[src/rtl/mmre_ram.sv]
// Single write port, single read port element store with registered read data.
// Depends on nothing; widths come from parameters.
`default_nettype none
module mmre_ram #(
  parameter int DEPTH = 256,
  parameter int WIDTH = 16,
  localparam int AW = $clog2(DEPTH)
) (
  input  wire logic             clk,
  input  wire logic             we,
  input  wire logic [AW-1:0]    waddr,
  input  wire logic [WIDTH-1:0] wdata,
  input  wire logic [AW-1:0]    raddr,
  output logic      [WIDTH-1:0] rdata_r
);

  logic [WIDTH-1:0] mem [DEPTH];

  always_ff @(posedge clk) begin
    if (we) begin
      mem[waddr] <= wdata;
    end
    rdata_r <= mem[raddr];
  end

endmodule
`default_nettype wire

[config.mk]
export PLATFORM = sky130hd
export DESIGN_NAME = mmre_ram
export DESIGN_NICKNAME = d
export VERILOG_FILES = /design/src/rtl/mmre_ram.sv
export SDC_FILE = /design/constraint.sdc
export NUM_CORES = 2
export LEC_CHECK = 0
export BUFFER_PORTS_ARGS = -buffer_cell sky130_fd_sc_hd__buf_2
export CORE_MARGIN = 3
export CORE_UTILIZATION = 43
export CTS_BUF_LIST = sky130_fd_sc_hd__clkbuf_16
export DETAILED_ROUTE_END_ITERATION = 6
export HOLD_SLACK_MARGIN = 0.15
export SYNTH_ARGS = -nofsm -noshare
export SYNTH_HDL_FRONTEND = slang
export SYNTH_SLANG_ARGS = --single-unit
[constraint.sdc]
create_clock -name clk -period 3.85 [get_ports clk]
set_input_delay 0.5775 -clock clk [delete_from_list [all_inputs] [get_ports clk]]
set_output_delay 0.5775 -clock clk [all_outputs]
set_load 0.01 [all_outputs]
Yosys cells after proc, flatten, opt, wreduce, memory -nomap -nowiden
Memory sizes are Yosys's and may differ from the RTL's. A register that Yosys moved wholly into a read port is not among the register bits.
Index checks and enable logic that the tools add are counted.
{"block": "classes", "n_mux": 2}
{"op": "$mux W1", "count": 2}
{"block": "word_totals", "regBits": 0, "ramBits": 4096, "input_bits": 34, "output_inout_bits": 16, "elab_cells": 3, "memories": 1}
{"name": "mem", "depth": 256, "word_bits": 16, "read_ports": 1, "rd_clocked_by_memory_dff": 1, "write_ports": 1, "line": "17", "rtl": "logic [WIDTH-1:0] mem [DEPTH];"}

Longest topological paths before layout
{"block": "logic_depth", "word_depth": 2, "mapped_depth": 12}

Least setup slack after synthesis
Ideal clock, no wire load.
{"block": "synth_timing", "path_type": "input port to flip-flop", "from": "in waddr[3]", "to": "mem mem[235][0] (enable)", "setup_time_ns": 0.388, "arrival_time_ns": 2.354, "required_ns": 3.462, "slack_ns": 1.107, "path_stages": 6, "path_buffers": 3, "cell_sequence": "clkbuf_1 nor2b_1 clkbuf_1 nand4_1 clkbuf_1 nor2_1"}
{"item": "start, declared", "line": "11", "rtl": "input wire logic [AW-1:0] waddr,"}
{"item": "end, declared", "line": "17"}
No word-level cell before the write port.

==> results.md <==
* Outcome: finished clean
* Clock period minus worst slack at between 3 and 4 ns
* Synth Flop Type: edfxtp_1
* Area Growth Syn to Fin at 15.0%
* Commonest non-fill, non-tap cell in the layout: edfxtp_1
* CTS tree: built
* Sequential share of power at 0.533
* Post-CTS Resized at 0
* Initial antenna violation count at 25
* Drt first pass iters at 6
* Clk_lat worst skew at about 0.97 ns
* Total nets after synthesis at around 7.4k
* Dpl ws at -0.330 ns
* Pin count of the biggest net entering global routing at 119
* CP arrival at around 4.2 ns
* RSZ-0062 raised after global routing: false
* Critical path cell sequence: buf_12 -> buf_12 -> buf_12 -> buf_12 -> buf_4 -> mux4_2 -> o22ai_1 -> o21ai_0 -> nand3_1 -> nor4_1
* Die ar. at about 380000 um2
* Total gr overflow at 0
* Hold Fails Final Rpt at 0
* Post-CTS Setup Inserts at 0
* Layout Skew at between 0.06 and 0.07 ns
* Sw Pwr at between 20000 and 25000 uW
* Worst setup SP type: primary input
* IO Count at 50
* Lkg Pwr at roughly 0.059 uW
* FMAX at roughly 300 MHz
* Most frequent cells in the layout: edfxtp_1, mux4_2, buf_4
* PwrDens at between 500 and 600 nW/um2
* Hold Crit Class: in -> reg
* Worst Slack Setup Final at 0.556 ns
* Iter 0 DRT Violations at around 10k
* EDFF count, synth at 4096
* Vias in the first global route at between 70k and 80k
* Final nets at ~8.1k
* Syn Inst Count at 7360
* Row count at approximately 220
* Placement Cell Area at ~170000 um2
* CTS Buffer Depth at 4
* Clock slew at reported path FFs at ~0.060 ns
* Kind of critical path: in -> reg
* Final WL at roughly 430 mm
* Synth unique cells at 52
* Sequential area share after synthesis at 0.777
* Gpl congestion at a little under 0.9
* Slew at the pin closest to its max-slew limit at 1.31 ns
* Yosys synthesis warning count at 0
* CTS Hold Buffers Added at 12
* IO Port Bufs at 49
* Final Max Tran Viols at 0
* Clk sinks at a little over 4k
* Post-detail-place hpwl at approximately 260 mm
* Crit-path max cell delay at 0.99 ns
* Cell internal pwr at slightly above 70000 uW
* Setup-failing EPs final at 0
* Post-synthesis register bit count at ~4k
* Net Sw Frac at 0.217
* Vias per inst at approximately 6
* WL per Instance at around 32 um
* Die width at 614 um
* H-tree depth at 5
* Max transition margin at 0.129
* CP dominant cell by count: buf_12
* Number of buffer and inverter stages on the critical path at 5
* Total power at about 93000 uW
* DRC at 0
* Final cycle utilization of the critical path at 0.856
* Layout cells sized above 1 at 0.275
* Total GRT Usage at 0.226
* Routed Antenna Nets at 0
* Post-route cell area at ~180000 um2
* Slowest cell on crit path: o21ai_0
* Core area at between 300000 and 400000 um2
* Total of max-cap violations at 0
* Async SR Flop Fraction at 0
* Vias after detailed routing at ~80k
* Initial Util at 0.433
* Cell area after synthesis at about 160000 um2
* Hold WS at roughly 0.19 ns
* First-pass GRT wire length at between 600 and 700 mm
* CP max FO at between 40 and 50
* Worst VDD drop at around 0.40 mV
* Comb power frac at 0.053
* Data required, critical path at roughly 4.7 ns
* Num CTS Buffers at just over 400
* Avg Inst Size Synth at around 22 um2
* Root Buffer: clkbuf_16
* Die height at 614 um
* Fillers at ~29k
* Setup TNS at 0 ns
* Crit path max-delay family: buffers and inverters
* Clock Power Share at 0.414
* Crit. End Element: flop
==> per-stage QoR <==
| stage | utilization | instances |
|---|---|---|
| after floorplan | - | 7360 |
| after global placement | 0.462 | 12500 |
| after detailed placement | 0.462 | 12500 |
| after CTS | 0.498 | 13300 |
| after global routing | 0.498 | 13300 |
| final | 0.498 | 13300 |
==> cell type report <==
class                   count  area, um2  area share
clock buffers             413      10300      0.0566
inverters                   4       27.5    0.000151
repair buffers            776       7090      0.0389
flip-flops and latches   4112     123000       0.676
diodes                     10       25.0    0.000137
clock inverters           340       2670      0.0146
well taps                4816       6030      0.0330
multi-input cells        2792      33000       0.181
==> worst paths after layout <==
kind / slack [ns] / startpoint / cells past startpoint / end
setup / recovery: 0.56 / raddr[0] / 10 / rdata_r[3]
hold / removal: 0.19 / wdata[2] / 1 / mem[187][2]
setup reg to reg: 0.74 / mem[6][11] / 7 / rdata_r[11]
hold reg to reg: 1.04 / mem[234][1] / 6 / rdata_r[1]
==> worst reg2reg max path, cell delays in order (launching register included) <==
cell and delay, ns:
edfxtp_1 0.38, mux4_2 0.47, mux2_2 0.31, a22oi_1 0.41, buf_4 0.20, nand2_1 0.11, o32ai_1 0.93, nor4_1 0.16
==> Yosys cell counts (all sizes together) (18+ instances only) <==
cell,n,area (um2)
a21oi,175,876
o21ai,38,190
nand4,26,163
nand2,38,143
nor4,18,119
mux2,88,991
buf,222,1810
nor3,92,460
a22oi,43,323
mux2i,565,5660
a22o,32,280
a221oi,28,245
a211oi,18,135
nor2,304,1140
mux4,797,17900
edfxtp,4096,123000
o32ai,21,191
clkbuf,230,863
nand3,35,175
o221ai,253,2220
o22ai,148,926
==> sequential cells by signal, indices dropped and copies added (netlist names) <==
name	flops
mem	4096
rdata_r	16
==> routing by layer <==
metal,vias up,wire length [um],track usage
li1,32800,-,-
met1,42600,172000,0.320
met3,645,37300,0.0401
met2,3792,203000,0.355
met4,4,16800,0.0796
met5,-,89,0.00220
==> logic make-up after synthesis <==
group	after synthesis	synth area share
compound gates	786	0.0354
simple gates	556	0.0157
buf+inv	456	0.0169
mux	1450	0.155
flops	4112	0.777
==> power by group through the flow <==
stage	registers (uW)	logic, uW	clock network (uW)
floorplan	50300	2430	0
global placement	50400	4830	0
detailed placement	50400	4920	0
global route	49400	5150	40900
finish	49500	4920	38500
CTS	49400	4940	39100
Note: power is estimated with default switching activity, not from simulation.
