## src/rtl/mmre_pkg.sv

```systemverilog
// Package for the matrix multiply row engine.
// Field widths, request mode codes and the issue tag passed from sequencer to MAC.
// No dependencies.
`default_nettype none
package mmre_pkg;

  localparam int DIM_DEF = 16;

  localparam int IDX_W = 4;   // row / col fields
  localparam int VAL_W = 16;  // Q8.8 element
  localparam int PRD_W = 32;  // Q16.16 product
  localparam int ACC_W = 40;  // Q24.16 sum

  localparam logic [1:0] MODE_WR_A = 2'd0;
  localparam logic [1:0] MODE_WR_B = 2'd1;
  localparam logic [1:0] MODE_CALC = 2'd2;

  typedef struct packed {
    logic             valid;
    logic             first;     // k == 0, restart the sum
    logic             last_k;    // k == DIM-1, sum complete
    logic [IDX_W-1:0] col;
    logic             last_col;  // final column of the row
  } mac_tag_t;

endpackage
`default_nettype wire

```

## src/rtl/mmre_seq.sv

```systemverilog
// Request decode and compute sequencer: walks columns and k, issues store
// addresses and MAC tags. Uses mmre_pkg.
`default_nettype none
module mmre_seq
  import mmre_pkg::*;
#(
  parameter int DIM = DIM_DEF,
  localparam int AW = $clog2(DIM * DIM)
) (
  input  wire logic             clk,
  input  wire logic             rst_n,
  input  wire logic             start,
  input  wire logic [1:0]       in_mode,
  input  wire logic [IDX_W-1:0] in_row,
  input  wire logic [IDX_W-1:0] in_col,
  output logic                  busy,
  output logic                  wr_a_en,
  output logic                  wr_b_en,
  output logic      [AW-1:0]    wr_addr,
  output logic      [AW-1:0]    rd_a_addr,
  output logic      [AW-1:0]    rd_b_addr,
  output mac_tag_t              tag,
  input  wire logic             row_done
);

  localparam int CW = $clog2(DIM);
  localparam logic [CW-1:0] CNT_LAST = CW'(DIM - 1);

  typedef enum logic [1:0] {
    S_IDLE,
    S_RUN,
    S_DRAIN
  } state_t;

  state_t           state_r, state_nxt;
  logic [IDX_W-1:0] row_r, row_nxt;
  logic [CW-1:0]    k_r, k_nxt;
  logic [CW-1:0]    c_r, c_nxt;

  logic accept;
  logic row_ok;
  logic col_ok;

  assign busy   = (state_r != S_IDLE);
  assign accept = start && !busy;
  assign row_ok = (32'(in_row) < DIM);
  assign col_ok = (32'(in_col) < DIM);

  assign wr_a_en = accept && (in_mode == MODE_WR_A) && row_ok && col_ok;
  assign wr_b_en = accept && (in_mode == MODE_WR_B) && row_ok && col_ok;
  assign wr_addr = AW'(32'(in_row) * DIM + 32'(in_col));

  assign rd_a_addr = AW'(32'(row_r) * DIM + 32'(k_r));
  assign rd_b_addr = AW'(32'(k_r) * DIM + 32'(c_r));

  always_comb begin
    tag.valid    = (state_r == S_RUN);
    tag.first    = (k_r == '0);
    tag.last_k   = (k_r == CNT_LAST);
    tag.col      = IDX_W'(c_r);
    tag.last_col = (c_r == CNT_LAST);
  end

  always_comb begin
    state_nxt = state_r;
    row_nxt   = row_r;
    k_nxt     = k_r;
    c_nxt     = c_r;
    case (state_r)
      S_IDLE: begin
        if (accept && (in_mode == MODE_CALC) && row_ok) begin
          state_nxt = S_RUN;
          row_nxt   = in_row;
          k_nxt     = '0;
          c_nxt     = '0;
        end
      end
      S_RUN: begin
        if (k_r == CNT_LAST) begin
          k_nxt = '0;
          if (c_r == CNT_LAST) begin
            state_nxt = S_DRAIN;
          end else begin
            c_nxt = c_r + 1'b1;
          end
        end else begin
          k_nxt = k_r + 1'b1;
        end
      end
      S_DRAIN: begin
        // final sum is written at the edge where row_done ends this state
        if (row_done) begin
          state_nxt = S_IDLE;
        end
      end
      default: begin
        state_nxt = S_IDLE;
      end
    endcase
  end

  always_ff @(posedge clk) begin
    if (!rst_n) begin
      state_r <= S_IDLE;
    end else begin
      state_r <= state_nxt;
    end
    row_r <= row_nxt;
    k_r   <= k_nxt;
    c_r   <= c_nxt;
  end

endmodule
`default_nettype wire

```

## config.mk

```make
export PLATFORM = sky130hd
export DESIGN_NAME = mmre_seq
export DESIGN_NICKNAME = d
export VERILOG_FILES = /design/src/rtl/mmre_pkg.sv /design/src/rtl/mmre_seq.sv
export SDC_FILE = /design/constraint.sdc
export NUM_CORES = 1
export LEC_CHECK = 0
export ABC_AREA = 1
export BUFFER_PORTS_ARGS = -buffer_cell sky130_fd_sc_hd__buf_2
export CAP_MARGIN = 40
export CORE_MARGIN = 1
export CORE_UTILIZATION = 37
export CTS_CLUSTER_DIAMETER = 50
export CTS_CLUSTER_SIZE = 25
export DETAILED_ROUTE_END_ITERATION = 12
export PLACE_DENSITY = 0.69
export SYNTH_ARGS = -nofsm -noshare
export SYNTH_HDL_FRONTEND = slang
export SYNTH_SLANG_ARGS = --single-unit
```

## constraint.sdc

```tcl
create_clock -name clk -period 2.39 [get_ports clk]
set_input_delay 0 -clock clk [delete_from_list [all_inputs] [get_ports clk]]
set_output_delay 0 -clock clk [all_outputs]
set_load 0.01 [all_outputs]
```

# --- Word level (Yosys, flattened, before mapping) ---
# Index checks and enable logic that the tools add are counted.
word_totals:
  elab_cells: 45
  ff_bits: 14
  inputBits: 14
  out_inout_bits: 35
classes:
  n_mux: 11
  eq_ne: 11
  n_reduce_logical: 14
  n_addsub: 5
op_table:
  columns: ["cell", "count"]
  rows:
  - ["8-bit by 4-bit adder with 8-bit output", 3]
  - ["4-bit two-way mux", 4]
  - ["4-bit one-hot mux with 2 select lines", 2]
  - ["2-bit inequality test (second input constant)", 5]
  - ["4-bit by 1-bit adder with 4-bit output (second input constant)", 2]
  - ["4-bit == test (second input constant)", 2]
  - ["2-bit two-way mux", 4]
  - ["4-bit AND reduction", 2]
  - ["2-bit one-hot mux with 3 select lines", 1]
  - ["2-bit by 1-bit == test with 1-bit output (second input constant)", 2]
  - ["2-bit == test (second input constant)", 2]
  - ["1-bit logical AND", 4]
  - ["2-bit logical NOT", 2]
  - ["4-bit logical NOT", 1]
  - ["2-bit AND reduction", 2]
  - ["2-bit nonzero test", 2]
  - ["1-bit logical NOT", 1]

# --- Longest topological paths before layout ---
logic_depth:
  word_depth: 6
  mapped_depth: 8
  mapped_depth_nobuf: 8

# --- Worst setup path after synthesis ---
# No wires, ideal clock.
synth_path:
  path_type: "reg2reg"
  from: "register k_r[0]"
  to: "register c_r[0], enable pin"
  setup_time_ps: 372
  required_time_ps: 2018
  slack_ps: 637
  stages_incl_launch_ff: 6
  n_path_buf: 0
  period_less_slack_ps: 1753
  t_arrival_ps: 1382
  path_cell_list: "edfxtp_1 -> ha_1 -> nand2_2 -> o21ai_4 -> nand2_2 -> a211oi_1"
synth_via:
  elab_chain_cells: 3
synth_lines:
  columns: ["item", "line_no", "text"]
  rows:
  - ["start, declared", "mmre_seq.sv:37", "logic [CW-1:0] k_r, k_nxt;"]
  - ["start signal, assigned", "mmre_seq.sv:109", "k_r <= k_nxt;"]
  - ["4-bit == test", "mmre_seq.sv:79", "if (k_r == CNT_LAST) begin"]
  - ["2-bit inequality test (no line)", null, null]
  - ["4-bit AND reduction (no line)", null, null]
  - ["end signal, assigned", "mmre_seq.sv:110", "c_r <= c_nxt;"]
  - ["end, declared", "mmre_seq.sv:38", "logic [CW-1:0] c_r, c_nxt;"]
# No other way between the ends.
# A chain may end at the register's enable or synchronous reset.

# --- Final worst setup path ---
# Same ends and word-level chain as after synthesis.

==> out/results.txt <==
Final wirelength -> 1530 um
Synthesized netlist cell count -> 91
Critical-path maximum fanout -> 6
Dpl hpwl -> 1150 um
Share of layout cells above drive strength 1 -> 39.8%
Global placement routability congestion -> 0.755
Path class of the lowest-slack min-delay path -> input pin to primary output
Fin Setup TNS -> 0 ns
Count of maximum capacitance violations -> 0
Cell chain of the critical path -> ha_1 -> nand2_2 -> o21ai_4 -> nand2_2 -> a211oi_1
Count of state elements after synthesis -> 14
Clock edge transition at the registers on the reported setup and hold paths -> 0.09 ns
Overflow after GRT -> 0
Library cell used as clock root buffer -> sky130_fd_sc_hd__clkbuf_4
Insertion delay of the later-clocked pin in the worst-skew pair -> 0.28 ns
Net count after synthesis -> 108
Critical path class -> register to register
Stage delay of the slowest cell on the critical path -> 0.49 ns
Fraction of the mapped netlist area in compound gates -> 7.11%
Total DRC errors in the routed layout -> 0
Yosys synthesis warning count -> 0
Most used cells in the layout excluding fill and tap cells -> 40 x sky130_fd_sc_hd__buf_2, 15 x sky130_fd_sc_hd__inv_1, 13 x sky130_fd_sc_hd__nor2_1
Max Clock Skew -> 0.0126 ns
Simple-gate share of the synthesized area -> 18.2%
P&R area growth vs syn -> 21.6%
Endpoint required time on the critical path -> 2.30 ns
Area of the core region -> 2060 um2
Max Transition Viols Final -> 0
Die span in x -> 49.8 um
Port bufs -> 40
Starting density of the core -> 41.0%
Count of hold buffers inserted by post-cts repair -> 5
Number of clock sinks -> 14
Syn Std Cell Area -> 845 um2
Multiplexer share of the synthesized area -> 0%
DRT antenna net count -> 0
Die Area -> 2480 um2
Max Fclk -> 524 MHz
Global router's overall resource usage -> 14.6%
Maximum vdd ir drop -> 0.000511 V
Number of nets at the end of the flow -> 141
Post-Synthesis Mean Instance Area -> 9.28 um2
N_diodes -> 0
Slowest stage cell on the critical path -> sky130_fd_sc_hd__a211oi_1
Sequential-to-total area share from yosys stat -> 47.4%
Average detailed-routed wire length per instance -> 10.2 um
First-pass DRT Iterations -> 4
RSZ-0062 raised after global routing -> no
Tightest hold margin -> 0.00000444 ns
Largest net degree at the start of global routing -> 9
Std-Cell Rows -> 16
Commonest non-fill, non-tap cell in the layout -> sky130_fd_sc_hd__buf_2
Post-Synth Adder-Cell Area -> 4.44%
Cell variety after synth -> 21
Antenna violations before repair -> 0
CP endpoint kind -> register
Startpoint kind of the worst setup timing path -> register
Resized cells post-CTS -> 0
Outcome -> finished, final reports clean
Number of setup buffers added after CTS -> 0
Final standard cell count with taps included and fillers excluded -> 150
Vias after detailed routing -> 663
Slew Limit Headroom -> 60.4%
Main combinational cell family by area after synthesis -> buffers and inverters
Arrival time of data at the critical path endpoint -> 1.82 ns
Global-route wire length before repair -> 2610 um
XOR/XNOR share of the synthesized area -> 1.04%
Placement Cell Area -> 951 um2
Drt first-iter violations -> 13
TritonCTS clock tree -> built
Final Cycle Share -> 79.9%
Leakage power -> 0.000520 uW
Minimum setup slack among reg-to-reg paths -> 0.48 ns
Library cell appearing most often on the critical path -> sky130_fd_sc_hd__nand2_2
Finish-stage setup viols -> 0
Number of levels in the clock H-tree -> 1
Pwr per Cell Area -> 1110 nW/um2
Time the worst path needs with I/O delays and setup -> 1.91 ns
Post-Layout Inst Area -> 1030 um2
Number of global-route vias before repair -> 586
Total instance count after detailed placement -> 141
Hold Vio Cnt, Final -> 0
Vertical die dimension -> 49.8 um
Via/cell ratio -> 4.42
Max Root-Sink Buffers -> 2
Tightest Pin Transition -> 0.590 ns
I/O Pins -> 49
TritonCTS Buffers -> 3
registers in the layout, indices dropped and copies added (netlist names):
name and count:
row_r 4, k_r 4, state_r 2, c_r 4
stage by stage:
stage | total power, uW | util (%) | worst slack (ns)
floorplan | 894 | - | 0.637
global placement | 998 | 46.1 | 0.571
detailed placement | 1000 | 46.1 | 0.517
CTS | 1150 | 49.8 | 0.493
global route | 1250 | 49.8 | 0.322
finish | 1140 | 49.8 | 0.481
Yosys cell counts:
cell / n / area (um2)
sky130_fd_sc_hd__a211oi_1: 1 / 7.51
sky130_fd_sc_hd__a21oi_1: 3 / 15.0
sky130_fd_sc_hd__buf_4: 17 / 128
sky130_fd_sc_hd__dfxtp_1: 2 / 40.0
sky130_fd_sc_hd__edfxtp_1: 12 / 360
sky130_fd_sc_hd__ha_1: 3 / 37.5
sky130_fd_sc_hd__inv_1: 15 / 56.3
sky130_fd_sc_hd__nand2_1: 7 / 26.3
sky130_fd_sc_hd__nand2_2: 2 / 12.5
sky130_fd_sc_hd__nand3_1: 5 / 25.0
sky130_fd_sc_hd__nand3b_1: 1 / 7.51
sky130_fd_sc_hd__nand4_1: 1 / 6.26
sky130_fd_sc_hd__nor2_1: 13 / 48.8
sky130_fd_sc_hd__nor2_2: 1 / 6.26
sky130_fd_sc_hd__nor2_4: 1 / 11.3
sky130_fd_sc_hd__nor3_1: 2 / 10.0
sky130_fd_sc_hd__o21ai_0: 1 / 5.00
sky130_fd_sc_hd__o21ai_2: 1 / 8.76
sky130_fd_sc_hd__o21ai_4: 1 / 16.3
sky130_fd_sc_hd__o21bai_1: 1 / 7.51
sky130_fd_sc_hd__xnor2_1: 1 / 8.76
path summary, 6_finish.rpt:
path                                  end  cells after the start                    start
setup / recovery     c_r[0]$_SDFFCE_PN0P_                      5     k_r[0]$_SDFFCE_PP0P_
hold / removal                 wr_addr[3]                      0                in_col[3]
setup reg to reg     c_r[0]$_SDFFCE_PN0P_                      5     k_r[0]$_SDFFCE_PP0P_
hold reg to reg   state_r[1]$_SDFFE_PN0P_                      2  state_r[1]$_SDFFE_PN0P_
worst max-delay path, delay by kind of cell, from the launching register on:
kind	cells	cell delay, ns
adder cells (fa/ha/maj)	1	0.23
AND/OR/NAND/NOR	2	0.17
AO/OA/AOI/OAI	2	0.68
flip-flops	1	0.46
metal layers:
metal,track usage (%),routed length [um],share of wire (%)
met1,18.2,668,44
met5,0,0,0
met3,3.09,107,7.0
met2,21.2,709,46
met4,12.4,46,3.0
final cells by class:
cell class | count | area (um2)
Timing Repair Buffer | 45 | 250
Sequential cell | 14 | 400
Tap cell | 27 | 33.8
Clock buffer | 4 | 26.3
Inverter | 15 | 56.3
Multi-Input combinational cell | 45 | 260
Fill cell | 200 | 1030
report_power, final:
part           internal (uW)  leakage, uW  switching [uW]
sequential               374     0.000131            77.7
clock                   64.7    0.0000150            73.6
combinational            212     0.000374             337
kinds of logic (layout without fill, tap and decap cells):
logic type / Yosys count / after routing
AOI/OAI and AO/OA: 8 / 8
adders and majority gates: 3 / 3
xor gates and xnor gates: 1 / 1
DFF: 14 / 14
buffers and inverters: 32 / 64
and+or+nand+nor: 33 / 33
No activity file was read; power rests on OpenSTA's default activity.
