## src/rtl/mmre_pkg.sv

```systemverilog
// Package for the matrix multiply row engine.
// Field widths, request mode codes and the issue tag passed from sequencer to MAC.
// No dependencies.
`default_nettype none
package mmre_pkg;

  localparam int DIM_DEF = 16;

  localparam int IDX_W = 4;   // row / col fields
  localparam int VAL_W = 16;  // Q8.8 element
  localparam int PRD_W = 32;  // Q16.16 product
  localparam int ACC_W = 40;  // Q24.16 sum

  localparam logic [1:0] MODE_WR_A = 2'd0;
  localparam logic [1:0] MODE_WR_B = 2'd1;
  localparam logic [1:0] MODE_CALC = 2'd2;

  typedef struct packed {
    logic             valid;
    logic             first;     // k == 0, restart the sum
    logic             last_k;    // k == DIM-1, sum complete
    logic [IDX_W-1:0] col;
    logic             last_col;  // final column of the row
  } mac_tag_t;

endpackage
`default_nettype wire

```

## src/rtl/mmre_mac.sv

```systemverilog
// Shared multiply-accumulate pipeline: tag align, product register, accumulator
// and result strobe. Uses mmre_pkg.
`default_nettype none
module mmre_mac
  import mmre_pkg::*;
(
  input  wire logic                    clk,
  input  wire logic                    rst_n,
  input  wire mac_tag_t                tag_in,
  input  wire logic signed [VAL_W-1:0] a_data,
  input  wire logic signed [VAL_W-1:0] b_data,
  output logic                         row_done,
  output logic                         out_strobe,
  output logic             [IDX_W-1:0] out_col,
  output logic signed      [ACC_W-1:0] out_value,
  output logic                         out_last
);

  mac_tag_t                tag_s1_r;  // aligned with store read data
  mac_tag_t                tag_s2_r;  // aligned with product
  logic signed [PRD_W-1:0] prod_r;
  logic signed [ACC_W-1:0] acc_r;
  logic signed [ACC_W-1:0] acc_nxt;
  logic                    strobe_r;
  logic        [IDX_W-1:0] col_r;
  logic                    last_r;

  assign acc_nxt = (tag_s2_r.first ? '0 : acc_r)
                 + {{(ACC_W - PRD_W){prod_r[PRD_W-1]}}, prod_r};

  assign row_done = tag_s2_r.valid && tag_s2_r.last_k && tag_s2_r.last_col;

  always_ff @(posedge clk) begin
    if (!rst_n) begin
      tag_s1_r.valid <= 1'b0;
      tag_s2_r.valid <= 1'b0;
      strobe_r       <= 1'b0;
    end else begin
      tag_s1_r.valid <= tag_in.valid;
      tag_s2_r.valid <= tag_s1_r.valid;
      strobe_r       <= tag_s2_r.valid && tag_s2_r.last_k;
    end
    tag_s1_r.first    <= tag_in.first;
    tag_s1_r.last_k   <= tag_in.last_k;
    tag_s1_r.col      <= tag_in.col;
    tag_s1_r.last_col <= tag_in.last_col;
    tag_s2_r.first    <= tag_s1_r.first;
    tag_s2_r.last_k   <= tag_s1_r.last_k;
    tag_s2_r.col      <= tag_s1_r.col;
    tag_s2_r.last_col <= tag_s1_r.last_col;
    prod_r <= PRD_W'(a_data) * PRD_W'(b_data);
    if (tag_s2_r.valid) begin
      acc_r  <= acc_nxt;
      col_r  <= tag_s2_r.col;
      last_r <= tag_s2_r.last_col;
    end
  end

  assign out_strobe = strobe_r;
  assign out_col    = col_r;
  assign out_value  = acc_r;
  assign out_last   = last_r;

endmodule
`default_nettype wire

```

## config.mk

```make
export PLATFORM = sky130hd
export DESIGN_NAME = mmre_mac
export DESIGN_NICKNAME = d
export VERILOG_FILES = /design/src/rtl/mmre_pkg.sv /design/src/rtl/mmre_mac.sv
export SDC_FILE = /design/constraint.sdc
export NUM_CORES = 1
export LEC_CHECK = 0
export ABC_CLOCK_PERIOD_IN_PS = 10900
export BUFFER_PORTS_ARGS = -buffer_cell sky130_fd_sc_hd__buf_2
export CAP_MARGIN = 20
export CORE_MARGIN = 2
export CORE_UTILIZATION = 30
export DETAILED_ROUTE_END_ITERATION = 16
export HOLD_SLACK_MARGIN = 0.15
export PLACE_DENSITY = 0.44
export SLEW_MARGIN = 15
export SYNTH_ARGS = -nofsm -noshare
export SYNTH_HDL_FRONTEND = slang
export SYNTH_SLANG_ARGS = --single-unit
```

## constraint.sdc

```tcl
create_clock -name clk -period 10.9 [get_ports clk]
set_input_delay 0.545 -clock clk [delete_from_list [all_inputs] [get_ports clk]]
set_output_delay 0.545 -clock clk [all_outputs]
set_load 0.1 [all_outputs]
```

# Word-level counts from Yosys, hierarchy flattened
# Index checks and enable logic that the tools add are counted.
totals:
  elab_cells: 20
  reg_bits: 94
  inputBits: 42
  output_inout_bits: 47
op_classes:
  n_reduce_logical: 2
  mux: 1
  multipliers: 1
  addsub: 1
ops:
  columns: ["cell", "count"]
  rows:
  - ["40-bit adder", 1]
  - ["40-bit 2-to-1 mux", 1]
  - ["16-bit by 16-bit multiplier with 32-bit output", 1]
  - ["1-bit logical AND", 2]

# Longest topological paths before layout
# Gate-level depths: netlist of run 1.
depth:
  depth_word: 2
  depth_mapped: 22
  mapped_depth_nobuf: 21

# Least setup slack after synthesis of run 1
# OpenSTA, ideal clock, no wires.
synth_timing:
  kind: "input to register"
  start: "input a_data[15]"
  end: "register prod_r[30]"
  cell_stages: 20
  path_slack_ps: 4774
  path_buffers: 1
  t_required_ps: 10782
  setup_time_ps: 118
  t_arrival_ps: 6008
  cell_sequence: "clkbuf_1 -> nand2_1 -> inv_1 -> fa_1 -> fa_1 -> fa_1 -> fa_1 -> fa_1 -> inv_1 -> fa_1 -> inv_1 -> ha_1 -> and4_1 -> and4_1 -> nand3_1 -> or3_1 -> a41oi_1 -> o21a_1 -> nor2_1 -> xnor2_1"
synth_between:
  elab_chain_len: 1
synth_rtl:
  columns: ["item", "line_no", "text"]
  rows:
  - ["from (decl)", "mmre_mac.sv:10", "input wire logic signed [VAL_W-1:0] a_data,"]
  - ["16-bit by 16-bit multiplier with 32-bit output", "mmre_mac.sv:51", "prod_r <= PRD_W'(a_data) * PRD_W'(b_data);"]
  - ["to (signal assigned)", "mmre_mac.sv:51", null]
  - ["to (decl)", "mmre_mac.sv:21", "logic signed [PRD_W-1:0] prod_r;"]
# No other way between the ends.
# A chain may end at the register's enable or synchronous reset.

# Worst setup path in the final report of run 1
layout_timing:
  start: "input b_data[2]"
  end: "register prod_r[30]"
layout_between:
  elab_chain_len: 1
layout_rtl:
  columns: ["item", "line_no", "text"]
  rows:
  - ["from (decl)", "mmre_mac.sv:11", "input wire logic signed [VAL_W-1:0] b_data,"]
  - ["16-bit by 16-bit multiplier with 32-bit output", "mmre_mac.sv:51", null]
# No other way between the ends.

==> results of run 1 <==
==> worst paths after layout <==
path	startpoint	end	slack, ns	depth (start not counted)
worst max-delay path	b_data[2]	prod_r[30]$_DFF_P_	4.61	20
worst min-delay path	tag_in[6]	tag_s1_r[6]$_DFF_P_	0.30	1
worst max register to register	tag_s2_r[6]$_DFF_P_	out_value[36]$_DFFE_PP_	7.39	13
worst min register to register	tag_s1_r[4]$_DFF_P_	tag_s2_r[4]$_DFF_P_	0.33	0
==> cells by family after synthesis <==
kind of cell               count (synthesis)
AOI/OAI and AO/OA                        183
xor gates and xnor gates                  69
adders and majority gates                384
buffers and inverters                    341
DFF                                       94
muxes                                      1
and+or+nand+nor                          424
==> per-layer routing <==
metal / track usage (%) / vias up / share of wire [%]
met5: 0 / - / 0
met4: 3.53 / 0 / 1.8
met3: 0.997 / 34 / 2.0
met2: 28.3 / 133 / 51
met1: 20.0 / 5140 / 45
li1: - / 4790 / -
==> layout by cell type (no fill, tap or decap), types with 4 or more instances in the layout <==
cell type / count
nor2_1: 45
buf_2: 88
o211ai_1: 7
a211oi_1: 8
nor2b_1: 41
a21o_1: 31
clkbuf_16: 9
o21a_1: 5
a21boi_0: 4
ha_1: 121
and2_1: 130
nand4_1: 4
a31oi_1: 5
fa_1: 263
xor2_1: 16
o21bai_1: 8
dfxtp_1: 48
nand3_1: 11
or3_1: 5
inv_1: 299
o21ai_0: 19
and3_1: 8
edfxtp_1: 45
nand2_1: 144
nand2b_1: 11
nor3_1: 8
a21oi_1: 56
xnor2_1: 53
o31ai_1: 4
==> sequential cells by signal (all words and copies together) (netlist names) <==
name / flops
out_last: 1
out_strobe: 1
tag_s1_r: 8
tag_s2_r: 8
prod_r: 32
out_col: 4
out_value: 40
==> stage by stage <==
stage               hold slack [ns]  setup WS, ns  std cells
floorplan                     0.310          4.77       1496
global placement              0.311          4.41       2159
detailed placement            0.314          4.26       2159
CTS                           0.280          4.63       2175
global route                  0.286          4.31       2175
finish                        0.296          4.61       2176
==> final cells by class <==
type                            instances  area (µm²)
Antenna cell                            1        2.50
Clock buffer                            9         225
Clock inverter                          7        71.3
Fill cell                            4973       31800
Inverter                              299        1120
Multi-Input combinational cell       1061       10900
Sequential cell                        94        2330
Tap cell                              615         769
Timing Repair Buffer                   90         455
==> flow_summary.toml, run 1 <==
[status]
status = "finished clean"

[yosys]
synth_edf_count = 45
synth.area.top_cells = "fa_1, ha_1, edfxtp_1"
syn_area_um2 = 14500
synth_top_area_share_pct = 36.4
syn_nets = 1922
async_reset_ff_share_pct = 0
ys_types = 64
synth_commonest_cells = "inv_1, fa_1, nand2_1"
synth_most_common_cell = "inv_1"
ys.flop_type = "dfxtp_1"
synth-compound-area-share_pct = 8.86
yosysTopAreaCell = "fa_1"
synth-adder-area-share_pct = 46.8
ys_warn_count = 0
synth_area_per_cell_um2 = 9.68
synth_cells = 1496
synth_seq_cells = 94
seq_area_frac_synth_pct = 16.1
synth-xor-area-share_pct = 4.18
synth_simple_gate_area_share_pct = 15.1
synthMuxAreaShare_pct = 0.0692
synth_top_family_by_area = "adder cells"

[clocking]
cts_buffer_depth = 2
path_clk_slew_ns = 0.07
cts_setup_buffers = 0
cts_buffers = 9
root_buffer = "clkbuf_16"
h-tree-depth = 3
cts_resized = 0
cts_tree = "built"
insertion_delay_ns = 0.35
postCtsHoldBufs = 0
clock_sink_count = 94

[layout]
drive_above_1_share_pct = 8.14
fin_area_um2 = 15800
area_growth_pct = 9.44
nNetsFinal = 1981
post-route-util_pct = 33.2

[placement]
dpl.hpwl_mm = 29.5
gp_congestion = 0.815
port_buffers = 88
dpl_cell_area_um2 = 15500

[global_route]
grt_usage_pct = 15.5
grt_pass1_wl_mm = 60.8
grt_max_degree = 48
gr-total-overflow = 0
grt_pass1_vias = 11400
grt_antenna_before_repair = 0

[setup_path]
cpMostUsedCell = "fa_1"
arrival_ns = 6.54
worstSetupEndpointType = "register"
cp_num_buf_inv = 4
startpoint_type = "input pin"
cp_cell_sequence = "buf_2, nand2_1, inv_1, fa_1, fa_1, fa_1, fa_1, fa_1, inv_1, fa_1, inv_1, ha_1, and4_1, and4_1, nand3_1, or3_1, a41oi_1, o21a_1, nor2_1, xnor2_1"
cp_top_family = "adder cells"
cpPeakStageDelay_ns = 0.84
cp_slowest_cell = "fa_1"
crit_type = "input pin to register"
cp_data_required_time_ns = 11.16
worstPathMaxFanout = 16

[detailed_routing]
drt-pass1-iter-count = 5
antenna_left = 0
drt_iter0_drc = 363
wirelength_mm = 36.4
drc = 0
drt-vias-per-instance = 4.64
vias = 10100
wire_per_inst_um = 16.7

[timing]
final_hold_viol_count = 0
relSlewSlack_pct = 54.7
fin_skew_ns = 0.0145
period_needed_ns = 6.29
rsz0062_at_grt = "false"
tns_ns = 0
fmax_mhz = 159
fin_crit_sh_pct = 57.7
worst_slew_pin_slew_ns = 0.680
slew_viol_final = 0
final-setup-viol-count = 0

[floorplan]
die_h_um = 224
start_util_pct = 30.4
die_w_um = 224
core_um2 = 47600
dieArea_um2 = 50000
rows = 80
ioPinCount = 89

[worst_hold_path]
hold_path_class = "input pin to register"

[flow_run]
drv_cap = 0
Power of run 1 is not shown: default switching activity piles up to over one toggle a cycle in this logic, so the estimate is an artifact.
==> run 2, diff against run 1 <==
ABC_CLOCK_PERIOD_IN_PS = 6090   (was 10900)
clock period = 6.09 ns   (was 10.9 ns; I/O delays follow)
==> run 2 against run 1 <==
First-iteration DRC count increased by 8.5%. Via count increased by 0.84%. Clock-buffer cell count unchanged. Largest cell class unchanged. Flip-flop and latch count unchanged. Register-to-register slack got worse by 5.1 ns. Critical path depth unchanged.
==> flow_summary.toml, run 2 (same netlist as run 1, synthesis figures left out) <==
[floorplan]
ioPinCount = 89
die_h_um = 224
die_w_um = 224
dieArea_um2 = 50000
start_util_pct = 30.4
rows = 80
core_um2 = 47600

[placement]
dpl.hpwl_mm = 29.7
port_buffers = 88
dp_cells = 2188
pre_cts_slack_ns = 0.00270
gp_congestion = 0.789

[timing]
final_hold_viol_count = 0
fin_crit_sh_pct = 94.4
relSlewSlack_pct = 48.8
worst_slew_pin_slew_ns = 0.767
slew_viol_final = 0
period_needed_ns = 5.75
setup_ws_ns = 0.342
tns_ns = 0
fmax_mhz = 174
final-setup-viol-count = 0
rsz0062_at_grt = "false"
hold_ws_ns = 0.164
fin_skew_ns = 0.0147

[detailed_routing]
wirelength_mm = 34.9
drt_iter0_drc = 394
drt-pass1-iter-count = 4
antenna_left = 0
drc = 0
vias = 10200
wire_per_inst_um = 15.8
drt-vias-per-instance = 4.61

[setup_path]
crit_type = "input pin to register"
cpPeakStageDelay_ns = 0.57
worstSetupEndpointType = "register"
cp_slowest_cell = "fa_1"
cp_cell_sequence = "buf_2, nand2_1, fa_1, inv_1, fa_1, inv_1, fa_1, inv_1, fa_1, fa_1, inv_1, fa_1, inv_1, ha_1, or3_1, a311oi_2, nor2_1, a21o_1, a2111oi_0, nor2_1"
cp_data_required_time_ns = 6.31
reg2reg_slack_ns = 2.24
startpoint_type = "input pin"
cp_top_family = "adder cells"
cp_num_buf_inv = 6
arrival_ns = 5.97
cpMostUsedCell = "fa_1"
worstPathMaxFanout = 16

[layout]
area_growth_pct = 11.7
final_cells = 2211
largest_register_ffs = 40
regArea_um2 = 2330
nNetsFinal = 2017
drive_above_1_share_pct = 9.96
fillers = 4999
final_common_cell = "inv_1"
multi_input_comb_area_um2 = 10900
final_cell_mix = "inv_1, fa_1, nand2_1"
diodes = 0

[flow_run]
drv_cap = 0

[clocking]
path_clk_slew_ns = 0.07
cts_setup_buffers = 0
insertion_delay_ns = 0.35
h-tree-depth = 3
cts_tree = "built"
cts_buffer_depth = 2
clock_sink_count = 94
root_buffer = "clkbuf_16"
cts_buffers = 9

[global_route]
grt_usage_pct = 14.9
grt_pass1_wl_mm = 59.5
grt_antenna_before_repair = 0
grt_pass1_vias = 11500
gr-total-overflow = 0
grt_max_degree = 48

[worst_hold_path]
hold_path_class = "input pin to register"

[status]
status = "finished clean"
## run 2: final timing paths
path,end,from,cells after the start
worst max register to register,out_value[39]$_DFFE_PP_,tag_s2_r[6]$_DFF_P_,11
worst min register to register,tag_s2_r[0]$_DFF_P_,tag_s1_r[0]$_DFF_P_,0
worst min-delay path,tag_s1_r[7]$_SDFF_PN0_,tag_in[7],2
worst max-delay path,prod_r[26]$_DFF_P_,b_data[8],20
## run 2: per-stage QoR
step	util [%]	instance area (µm²)
floorplan	-	14500
global placement	33.1	15800
detailed placement	33.1	15800
CTS	33.9	16200
global route	33.9	16200
finish	33.9	16200
## run 2: area by class of cell
class / instances / area share, %
inverters: 299 / 6.94
clock buffers: 9 / 1.39
well taps: 615 / 4.76
multi-input cells: 1061 / 67.2
clock inverters: 7 / 0.588
flip-flops and latches: 94 / 14.4
repair buffers: 126 / 4.68
## run 2: layer usage
layer  GRT usage, %  vias to the layer above  wire length, µm  share of wire [%]
met5              0                        -                0                  0
met4           3.57                        0              704                2.0
met3           1.22                       41              787                2.3
met2           27.6                      141            17900                 51
met1           18.9                     5141            15500                 44
li1               -                     4859                -                  -
## run 2: worst reg2reg max path, stage by stage (launching register included)
cell	delay (ns)
dfxtp_1	0.81
buf_4	0.41
nor2b_1	0.13
ha_1	0.40
nand3_1	0.21
nor4_1	0.38
nand2_1	0.12
a21oi_1	0.27
nor3_2	0.13
o31ai_2	0.39
nor3b_1	0.28
nor3_2	0.07
## run 2: repair_timing
| action | in CTS | in global routing |
|---|---|---|
| hold buffers | 7 | 0 |
| endpoints found under the setup margin | 0 | 1 |
| gates resized for setup | 0 | 1 |
| hold endpoints to repair | 7 | 0 |
Power of run 2 is left out for the same reason.
==> run 3, diff against run 2 <==
ABC_AREA = 1   (was unset)
ABC_CLOCK_PERIOD_IN_PS = unset   (was 6090)
SETUP_SLACK_MARGIN = 0.2   (was unset)
==> run 3 against run 2 <==
Synthesized area increased by 15%. Worst setup slack improved by 0.30 ns. Non-clock buffer count is 15 lower. Hold slack improved by 0.17 ns. Die area up 14%. Global-route usage is 2.3 points higher. Critical path type unchanged. Sequential share of layout area shrank 1.6 points.
==> flow_summary.toml, run 3 <==
[floorplan]
die_w_um = 239
dieArea_um2 = 57200
rows = 86
die_h_um = 239
start_util_pct = 30.2
core_um2 = 54900
ioPinCount = 89

[detailed_routing]
drt-pass1-iter-count = 5
drt-vias-per-instance = 4.40
antenna_left = 0
wirelength_mm = 46.5
vias = 13600
drt_iter0_drc = 722
wire_per_inst_um = 15.1
drc = 0

[setup_path]
startpoint_type = "input pin"
crit_type = "input pin to register"
cp_data_required_time_ns = 6.36
worstPathMaxFanout = 16
worstSetupEndpointType = "register"
arrival_ns = 5.71

[timing]
fmax_mhz = 184
fin_crit_sh_pct = 89.4
worst_slew_pin_slew_ns = 0.737
rsz0062_at_grt = "false"
relSlewSlack_pct = 50.8
fin_skew_ns = 0.0219
tns_ns = 0
final_hold_viol_count = 0
slew_viol_final = 0
final-setup-viol-count = 0
period_needed_ns = 5.45

[layout]
fillers = 6025
multi_input_comb_area_um2 = 11500
nNetsFinal = 2807
post-route-util_pct = 33.1
final_cells = 3090
drive_above_1_share_pct = 5.53
regArea_um2 = 2330
largest_register_ffs = 40
area_growth_pct = 9.61
final_common_cell = "nand2_1"
final_cell_mix = "nand2_1, inv_1, fa_1"
diodes = 0

[yosys]
ys.flop_type = "dfxtp_1"
async_reset_ff_share_pct = 0
synth_most_common_cell = "nand2_1"
yosysTopAreaCell = "fa_1"
synth_top_area_share_pct = 31.7
synth_area_per_cell_um2 = 7.14
ys_types = 28
synth_cells = 2322
synth.area.top_cells = "fa_1, nand2_1, inv_1"
syn_nets = 2748
synth_commonest_cells = "nand2_1, inv_1, fa_1"
seq_area_frac_synth_pct = 14.1
ys_warn_count = 0
syn_area_um2 = 16600
synth_edf_count = 45
synth_seq_cells = 94

[placement]
gp_congestion = 0.899
dp_cells = 3064
dpl.hpwl_mm = 40.7
port_buffers = 88

[clocking]
h-tree-depth = 3
path_clk_slew_ns = 0.07
cts_buffer_depth = 2
cts_resized = 0
cts_buffers = 9
clock_sink_count = 94
cts_tree = "built"
root_buffer = "clkbuf_16"
insertion_delay_ns = 0.38

[global_route]
grt_pass1_vias = 14500
grt_max_degree = 48
grt_antenna_before_repair = 0
gr-total-overflow = 0
grt_usage_pct = 17.3
grt_pass1_wl_mm = 76.5

[flow_run]
drv_cap = 0

[worst_hold_path]
hold_path_class = "register to register"

[status]
status = "finished clean"
## run 3: cell count changes after synthesis, moves of 45 or more
cell	before	now
and2_1	130	0
inv_1	299	665
nand2_1	144	716
nand3_1	11	69
nor2_1	45	163
xnor2_1	53	8
## run 3: what timing repair did
item,in CTS,in global routing
hold endpoints to repair,9,0
buffers inserted,0,0
hold buffers,10,0
## run 3: layout make-up
cell class | instances | share of cell area, %
multi-input combinational | 1500 | 63.4
inverter | 665 | 13.7
sequential | 94 | 12.8
tap | 704 | 4.85
timing repair buffer | 111 | 3.51
clock buffer | 12 | 1.53
clock inverter | 4 | 0.172
## run 3: worst max-delay path, cell delays in order
cell and delay, ns:
buf_2 0.29, nand2_1 0.15, inv_1 0.14, fa_1 0.48
fa_1 0.83, fa_1 0.51, fa_1 0.50, fa_1 0.49
inv_1 0.05, fa_1 0.48, inv_1 0.05, ha_1 0.39
nand2_1 0.15, nor2_1 0.30, nand2_1 0.14, nor3_1 0.17
nand2_1 0.12, nand4_1 0.09, nand2_1 0.06
## run 3: layer usage
metal | up-vias | global-route usage (%) | wire [µm]
met5 | - | 0 | 0
met4 | 0 | 2.77 | 467
met3 | 27 | 1.95 | 1730
met2 | 223 | 29.5 | 22100
met1 | 6553 | 23.8 | 22200
li1 | 6780 | - | -
## run 3: through the flow
stage               setup slack [ns]  area [µm²]  hold slack [ns]
detailed placement             0.222       17800            0.315
CTS                            0.605       18200            0.332
global route                   0.279       18200            0.334
global placement               0.241       17800            0.311
floorplan                      0.655       16600            0.310
finish                         0.644       18200            0.332
## run 3: final timing paths
check	start	end	slack, ns	cells past startpoint
worst max-delay path	b_data[1]	prod_r[28]$_DFF_P_	0.64	19
worst min-delay path	tag_s1_r[0]$_DFF_P_	tag_s2_r[0]$_DFF_P_	0.33	0
worst max register to register	tag_s2_r[6]$_DFF_P_	out_value[32]$_DFFE_PP_	2.81	16
worst min register to register	tag_s1_r[0]$_DFF_P_	tag_s2_r[0]$_DFF_P_	0.33	0
## run 3: cells by family after synthesis
family	count (synthesis)	synth area share, %
DFF	94	14.1
xor gates and xnor gates	42	2.22
AOI/OAI and AO/OA	73	2.38
adders and majority gates	384	40.9
and+or+nand+nor	1001	24.0
buffers and inverters	728	16.5
Power of run 3 is left out for the same reason.
